`config.mk`:
```
export PLATFORM = sky130hd
export DESIGN_NAME = bba_ctrl
export DESIGN_NICKNAME = d
export VERILOG_FILES = /design/src/rtl/bba_pkg.sv /design/src/rtl/bba_ctrl.sv
export SDC_FILE = /design/constraint.sdc
export NUM_CORES = 1
export LEC_CHECK = 0
export BUFFER_PORTS_ARGS = -buffer_cell sky130_fd_sc_hd__buf_2
export CAP_MARGIN = 40
export CORE_AREA = 2 2 39 41
export DETAILED_ROUTE_END_ITERATION = 12
export DIE_AREA = 0 0 41 43
export PLACE_DENSITY_LB_ADDON = 0.08
export SETUP_SLACK_MARGIN = 0.1
export SLEW_MARGIN = 20
export SYNTH_ARGS = -nofsm -noshare
export SYNTH_HDL_FRONTEND = slang
export SYNTH_SLANG_ARGS = --single-unit
```
`constraint.sdc`:
```
create_clock -name clk -period 1.76 [get_ports clk]
set_clock_uncertainty 0.2 [all_clocks]
set_input_delay 0.176 -clock clk [delete_from_list [all_inputs] [get_ports clk]]
set_output_delay 0.176 -clock clk [all_outputs]
set_load 0.02 [all_outputs]
```
`src/rtl/bba_pkg.sv`:
```
// Shared types, codes and constants of the bitmap block allocator.
package bba_pkg;

  localparam int MAX_BLOCKS_DEF = 4096;
  localparam int RESERVED_DEF   = 16;

  localparam int BLOCK_W    = 12;
  localparam int SIZE_CFG_W = 13;

  localparam logic [SIZE_CFG_W-1:0] SIZE_RESET = 13'd4096;

  localparam logic OP_ALLOC = 1'b0;
  localparam logic OP_FREE  = 1'b1;

  typedef enum logic [1:0] {
    ST_OK      = 2'd0,
    ST_FULL    = 2'd1,
    ST_INVALID = 2'd2
  } status_t;

  typedef enum logic [2:0] {
    S_CLEAR,
    S_IDLE,
    S_SCAN,
    S_FREE_RD,
    S_FREE_WR,
    S_RESP
  } state_t;

  // controller -> datapath
  typedef struct packed {
    logic clr;
    logic start;
    logic scan;
    logic free_rd;
    logic free_wr;
    logic push;
  } dp_cmd_t;

  // datapath -> controller
  typedef struct packed {
    logic clr_last;
    logic is_free;
    logic quick;
    logic hit;
    logic exhausted;
    logic out_free;
  } dp_st_t;

endpackage

```
`src/rtl/bba_ctrl.sv`:
```
// Controller state machine: sequences clearing, scan, free and response.
module bba_ctrl (
  input  logic              clk,
  input  logic              rst_n,
  input  logic              in_valid,
  output logic              in_ready,
  output bba_pkg::dp_cmd_t  cmd,
  input  bba_pkg::dp_st_t   st
);
  import bba_pkg::*;

  state_t state_r, state_nxt;

  always_ff @(posedge clk) begin
    if (!rst_n) begin
      state_r <= S_CLEAR;
    end else begin
      state_r <= state_nxt;
    end
  end

  always_comb begin
    state_nxt = state_r;
    case (state_r)
      S_CLEAR: begin
        if (st.clr_last) state_nxt = S_IDLE;
      end
      S_IDLE: begin
        if (in_valid) begin
          if (st.quick)        state_nxt = S_RESP;
          else if (st.is_free) state_nxt = S_FREE_RD;
          else                 state_nxt = S_SCAN;
        end
      end
      S_SCAN: begin
        if (st.hit || st.exhausted) state_nxt = S_RESP;
      end
      S_FREE_RD: state_nxt = S_FREE_WR;
      S_FREE_WR: state_nxt = S_RESP;
      S_RESP: begin
        if (st.out_free) state_nxt = S_IDLE;
      end
      default: state_nxt = S_CLEAR;
    endcase
  end

  always_comb begin
    cmd      = '0;
    in_ready = 1'b0;
    case (state_r)
      S_CLEAR:   cmd.clr = 1'b1;
      S_IDLE: begin
        in_ready  = 1'b1;
        cmd.start = in_valid;
      end
      S_SCAN:    cmd.scan    = 1'b1;
      S_FREE_RD: cmd.free_rd = 1'b1;
      S_FREE_WR: cmd.free_wr = 1'b1;
      S_RESP:    cmd.push    = st.out_free;
      default:   cmd         = '0;
    endcase
  end

endmodule

```
==> metrics.md, run 1 <==
| Metric | Value |
|---|---|
| Outcome | `finished clean` |
| Top reg by flops | `state_r` |
| Initial antenna violation count | `0` |
| Least-Margin Pin Slew | `281.3 ps` |
| Total global routing overflow | `0` |
| P_sw | `130.2 µW` |
| Total GRT Usage | `0.09529` |
| Vias | `281` |
| DRC | `0` |
| Post-route setup slack | `184.3 ps` |
| Layout cells sized above 1 | `0.5510` |
| GPL Wtd Cong | `0.7188` |
| Worst EP required | `1380 ps` |
| Relative slew margins | `0.8122` |
| Ys Warns | `0` |
| Total Power | `348.4 µW` |
| Min Tclk post-route | `1576 ps` |
| DR pass1 iterations | `2` |
| Syn nets | `41` |
| Area leader, netlist | `dfxtp_1` |
| Vias/cell | `4.323` |
| # fillers | `165` |
| # setup viols final | `0` |
| Final WL | `698 µm` |
| Min-Delay Path Depth | `2` |
| Cts bufs inserted | `3` |
| Die area | `1763 µm²` |
| Clk pwr share | `0.353` |
| # clock sinks | `3` |
| Largest net degree at the start of global routing | `12` |
| R2r worst-path depth | `4` |
| R2r endpoint | `state_r[2]$_SDFFE_PN0P_` |
| Fin. Hold Viols | `0` |
| Cells after synthesis | `32` |
| Pint | `218.2 µW` |
| Unique cell type count in the Yosys netlist | `20` |
| CTS tree | `done` |
| Initial Util | `0.1926` |
| Period utilization | `0.8953` |
| Largest regs | `state_r x3` |
| First DRT Iteration DRCs | `3` |
| Hpwl dp | `538.8 µm` |
| DP Cell Count | `61` |
| Hold Buf Count CTS | `0` |
| Mean Syn Cell Area | `8.328 µm²` |
| Vias in the first global route | `274` |
| Largest register FFs | `3` |
| RSZ-0062 raised after global routing | `no` |
| Fin. max-slew vios | `0` |
| CP max FO | `6` |
| Worst hold slack | `28.32 ps` |
| Net Sw Frac | `0.3738` |
| Maximum clock path buffer count | `2` |
| Commonest non-fill, non-tap cell in the layout | `buf_2` |
| Sequential share of the synthesized area | `0.2254` |
| Area contributors post-synth | `dfxtp_1 (23%), mux2i_1 (7.5%), nor2_1 (7.0%)` |
| Leading cell types in the layout, fill and taps excluded | `buf_2 (15), nor2_1 (5), nor3_1 (3), nand2_1 (3), clkbuf_4 (3)` |
| IO Pins | `16` |
| H-tree level count | `1` |
| Share of the synthesized area in the top cell type | `0.2254` |
| Net count, final | `59` |
| Peak Freq | `634.6 MHz` |
| CP Class | `flip-flop to output pin` |
| Hold Startpoint | `rst_n` |
| Max rail drop VDD | `0.2359 mV` |
| First-pass GRT wire length | `1110 µm` |
| Die width | `41 µm` |
| Per-cell routed wire length | `10.74 µm` |
| Area growth syn-to-layout | `39.44%` |
| Post-Syn Area | `266.5 µm²` |
| Endpoint arrival time on the critical path | `1200 ps` |
| Max cap viols | `0` |
| Clock transition at path regs | `40 ps` |
| Fin area | `371.6 µm²` |
| Pwr/cell area | `937.6 nW/µm²` |
| Placed cell areas | `342.8 µm²` |
| Flop2flop setup slack | `450 ps` |
| CP Launch Type | `flip-flop` |
| Setup TNS Final | `0 ps` |
| Hold/Removal Path Class | `input port to flip-flop` |
| Die height | `43 µm` |
| Clock root cell | `clkbuf_4` |
| Post-DRT Antenna Nets | `0` |
| FP Rows | `14` |
| Yosys reg bits | `3` |
| Core area | `1384 µm²` |
| Fin util | `0.2685` |
| FF-to-FF Start | `state_r[1]$_SDFFE_PN0P_` |
| Latest clock arrival within the worst-skew pair | `230 ps` |
| WHS Endpoint | `state_r[0]$_SDFFE_PN0P_` |
| Critical path endpoint category | `output pin` |
| Pre-CTS WS | `320.1 ps` |
| Layout Cells excl Fill | `65` |
| LEAKAGE | `0.1848 nW` |
| N_diodes | `0` |
| Input/output buffers | `15` |
| Combinational Power Share | `0.361` |
| Sequential group share of total power | `0.287` |
synthesized netlist by cell type:
| cell | number |
|---|---|
| dfxtp_1 | 3 |
| nor3b_2 | 1 |
| and2_2 | 1 |
| buf_6 | 1 |
| nand2b_4 | 1 |
| buf_4 | 1 |
| nor3_1 | 3 |
| nor2_1 | 5 |
| o211a_1 | 1 |
| a21oi_1 | 1 |
| o22ai_1 | 1 |
| o21ai_0 | 1 |
| o21ai_2 | 2 |
| inv_1 | 1 |
| and3b_2 | 1 |
| o21ai_1 | 1 |
| mux2i_1 | 2 |
| nor3b_4 | 1 |
| nand2_1 | 3 |
| nand3b_1 | 1 |
cell families after synthesis:
family	count (synthesis)	share of synthesized area
compound gates	7	0.1831
buf+inv	3	0.08450
flops	3	0.2254
mux	2	0.07512
simple gates	17	0.4319
final cells by class:
cell class / count / area [µm²] / area share
Clock buffer: 4 / 26.28 / 0.07071
Inverter: 1 / 3.754 / 0.01010
Multi-Input combinational cell: 26 / 183.9 / 0.4949
Sequential cell: 3 / 62.56 / 0.1684
Tap cell: 16 / 20.02 / 0.05387
Timing Repair Buffer: 15 / 75.07 / 0.2020
metal layers:
layer  global-route usage  wire, µm
met5                    0         0
met4              0.06000         0
met3              0.04712        52
met2               0.1188       312
met1               0.1250       333
timing repair:
action | 4_1_cts | 5_1_grt
setup buffers | 0 | 0
endpoints found under the setup margin | 0 | 3
resized for setup | 0 | 2
endpoints found under the hold margin | 0 | 0
worst max-delay path: stages, from the launching register on:
cell     delay [ps]
dfxtp_1         470
nor2_1          140
and2_2          200
buf_2           150
how the worst max path moves through the flow:
| stage | endpoint | cells past startpoint | startpoint |
|---|---|---|---|
| 6_report | cmd[3] | 3 | state_r[0]$_SDFFE_PN0P_ |
| 5_1_grt | cmd[3] | 3 | state_r[0]$_SDFFE_PN0P_ |
| 4_1_cts | in_ready | 3 | state_r[1]$_SDFFE_PN0P_ |
| 3_5_place_dp | state_r[2]$_SDFFE_PN0P_ | 4 | state_r[1]$_SDFFE_PN0P_ |
| 3_3_place_gp | state_r[2]$_SDFFE_PN0P_ | 4 | state_r[1]$_SDFFE_PN0P_ |
| 2_1_floorplan | cmd[4] | 3 | state_r[1]$_SDFFE_PN0P_ |
power groups by stage:
stage	clock [mW]	combinational (mW)	sequential, mW
floorplan	0	0.106	0.0863
global placement	0	0.127	0.0984
detailed placement	0	0.127	0.100
CTS	0.129	0.127	0.0991
global route	0.137	0.137	0.103
finish	0.123	0.126	0.0998
No activity file was read; power rests on OpenSTA's default activity.
==> inputs of run 2 (changes only) <==
==> constraint.sdc (replaced) <==
create_clock -name clk -period 1.7 [get_ports clk]
set_clock_uncertainty 0.2 [all_clocks]
set_input_delay 0.17 -clock clk [delete_from_list [all_inputs] [get_ports clk]]
set_output_delay 0.17 -clock clk [all_outputs]
set_load 0.02 [all_outputs]
==> metrics.md, run 2 (synthesis gave the netlist of run 1 again) <==
| Metric | Value |
|---|---|
| Outcome | `finished clean` |
| CP Launch Type | `flip-flop` |
| DRC | `0 (unchanged)` |
| Total GRT Usage | `0.09529 (unchanged)` |
| H-tree level count | `1 (unchanged)` |
| Fin util | `0.2694 (+0.0009040)` |
| FP Rows | `14 (unchanged)` |
| Hold/Removal Path Class | `input port to flip-flop` |
| Endpoint arrival time on the critical path | `1130 ps (-70 ps)` |
| R2r endpoint | `state_r[2]$_SDFFE_PN0P_` |
| Initial antenna violation count | `0 (unchanged)` |
| FF-to-FF Start | `state_r[1]$_SDFFE_PN0P_` |
| Die width | `41 µm (unchanged)` |
| Pre-CTS WS | `260.1 ps (-60.00 ps)` |
| Clock transition at path regs | `40 ps (about the same)` |
| CP max FO | `6 (unchanged)` |
| Placed cell areas | `342.8 µm² (unchanged)` |
| Post-route setup slack | `198.8 ps (+14.51 ps)` |
| Largest net degree at the start of global routing | `12 (unchanged)` |
| Fin area | `372.9 µm² (+0.34%)` |
| Per-cell routed wire length | `10.66 µm (-0.72%)` |
| Worst EP required | `1330 ps (-50 ps)` |
| Leading cell types in the layout, fill and taps excluded | `buf_2 (15), nor2_1 (5)` |
| Die area | `1763 µm² (unchanged)` |
| Flop2flop setup slack | `390 ps (-60 ps)` |
| Crit path launch | `state_r[0]$_SDFFE_PN0P_` |
| Least-Margin Pin Slew | `227.7 ps (-53.56 ps)` |
| Die height | `43 µm (unchanged)` |
| Commonest non-fill, non-tap cell in the layout | `buf_2` |
| Layout cells sized above 1 | `0.5714 (+0.02041)` |
| Layout Cells excl Fill | `65 (unchanged)` |
| Relative slew margins | `0.8476 (+0.03540)` |
| Hpwl dp | `538.8 µm (unchanged)` |
| Area occupied by multi-input gates | `183.9 µm² (unchanged)` |
| CP Class | `flip-flop to output pin` |
| Storage cell area | `63.81 µm² (+2.0%)` |
| Initial Util | `0.1926 (unchanged)` |
| N_diodes | `0 (unchanged)` |
| Final WL | `693 µm (-0.72%)` |
| Vias | `283 (+0.71%)` |
| Peak Freq | `666.1 MHz` |
| Vias/cell | `4.354 (+0.71%)` |
| Total Power | `362.2 µW (+4.0%)` |
| IO Pins | `16 (unchanged)` |
| Cts bufs inserted | `3 (unchanged)` |
| Input/output buffers | `15 (unchanged)` |
| Fin. max-slew vios | `0 (unchanged)` |
| Post-DRT Antenna Nets | `0 (unchanged)` |
| RSZ-0062 raised after global routing | `no` |
| Max cap viols | `0 (unchanged)` |
| Net count, final | `59 (unchanged)` |
| First DRT Iteration DRCs | `3 (unchanged)` |
| Critical path endpoint category | `output pin` |
| LEAKAGE | `0.1850 nW (+0.10%)` |
| Area growth syn-to-layout | `39.91%` |
| CTS tree | `done` |
| Largest regs | `state_r x3` |
| # fillers | `167 (+1.2%)` |
| R2r worst-path depth | `4 (unchanged)` |
| Setup Fix Bufs, Post-CTS | `0 (unchanged)` |
| Clock root cell | `clkbuf_4` |
| DR pass1 iterations | `2 (unchanged)` |
| Max rail drop VDD | `0.2449 mV (+3.8%)` |
| Total global routing overflow | `0 (unchanged)` |
| First-pass GRT wire length | `1110 µm (unchanged)` |
| # clock sinks | `3 (unchanged)` |
| Vias in the first global route | `274 (unchanged)` |
| Critical Path End | `cmd[3]` |
| Worst hold slack | `16.47 ps (-11.85 ps)` |
| Core area | `1384 µm² (unchanged)` |
| Setup TNS Final | `0 ps (unchanged)` |
| Min Tclk post-route | `1501 ps` |
| Period utilization | `0.8831` |
| DP Cell Count | `61 (unchanged)` |
| Largest register FFs | `3 (unchanged)` |
| Top reg by flops | `state_r` |
| Latest clock arrival within the worst-skew pair | `230 ps (about the same)` |
| # setup viols final | `0 (unchanged)` |
| Pwr/cell area | `971.5 nW/µm² (+3.6%)` |
| Maximum clock path buffer count | `2 (unchanged)` |
| GPL Wtd Cong | `0.7187 (about the same)` |
| Fin. Hold Viols | `0 (unchanged)` |
-- run 2: changes by cell type in the layout (fill, tap and decap cells not counted) --
cell,change
dfxtp_1,-1
dfxtp_2,+1
-- run 2: where the power goes --
group	internal (mW)	leakage, nW	switching [mW]
clock	0.0882	0.0150	0.0397
sequential	0.0822	0.0258	0.0219
combinational	0.0567	0.144	0.0736
-- run 2: worst max-delay path: stages (launching register included) --
cell     delay [ps]
dfxtp_2         350
nor2_1          220
and2_2          170
buf_2           150
-- run 2: layer usage --
layer	track usage	vias to the layer above	routed length (µm)	part of all wire
met5	0	-	0	0
met1	0.1250	128	325	0.47
met4	0.06000	0	0	0
met2	0.1188	11	315	0.45
li1	-	144	-	-
met3	0.04712	0	52	0.075
-- run 2: final cells by class --
cell class              instances  area share
multi-input cells              26      0.4933
repair buffers                 15      0.2013
flip-flops and latches          3      0.1711
clock buffers                   4     0.07047
well taps                      16     0.05369
inverters                       1     0.01007
-- run 2: how the worst min path moves through the flow --
stage	startpoint	to	slack, ps	cells after the start
finish	rst_n	state_r[0]$_SDFFE_PN0P_	20	2
global route	rst_n	state_r[0]$_SDFFE_PN0P_	20	2
CTS	rst_n	state_r[0]$_SDFFE_PN0P_	10	2
detailed placement	rst_n	state_r[0]$_SDFFE_PN0P_	260	2
global placement	rst_n	state_r[0]$_SDFFE_PN0P_	260	2
floorplan	rst_n	state_r[0]$_SDFFE_PN0P_	100	1
-- run 2: timing repair --
action	CTS	global route
hold buffers	0	0
gates resized for setup	1	2
endpoints found under the setup margin	2	3
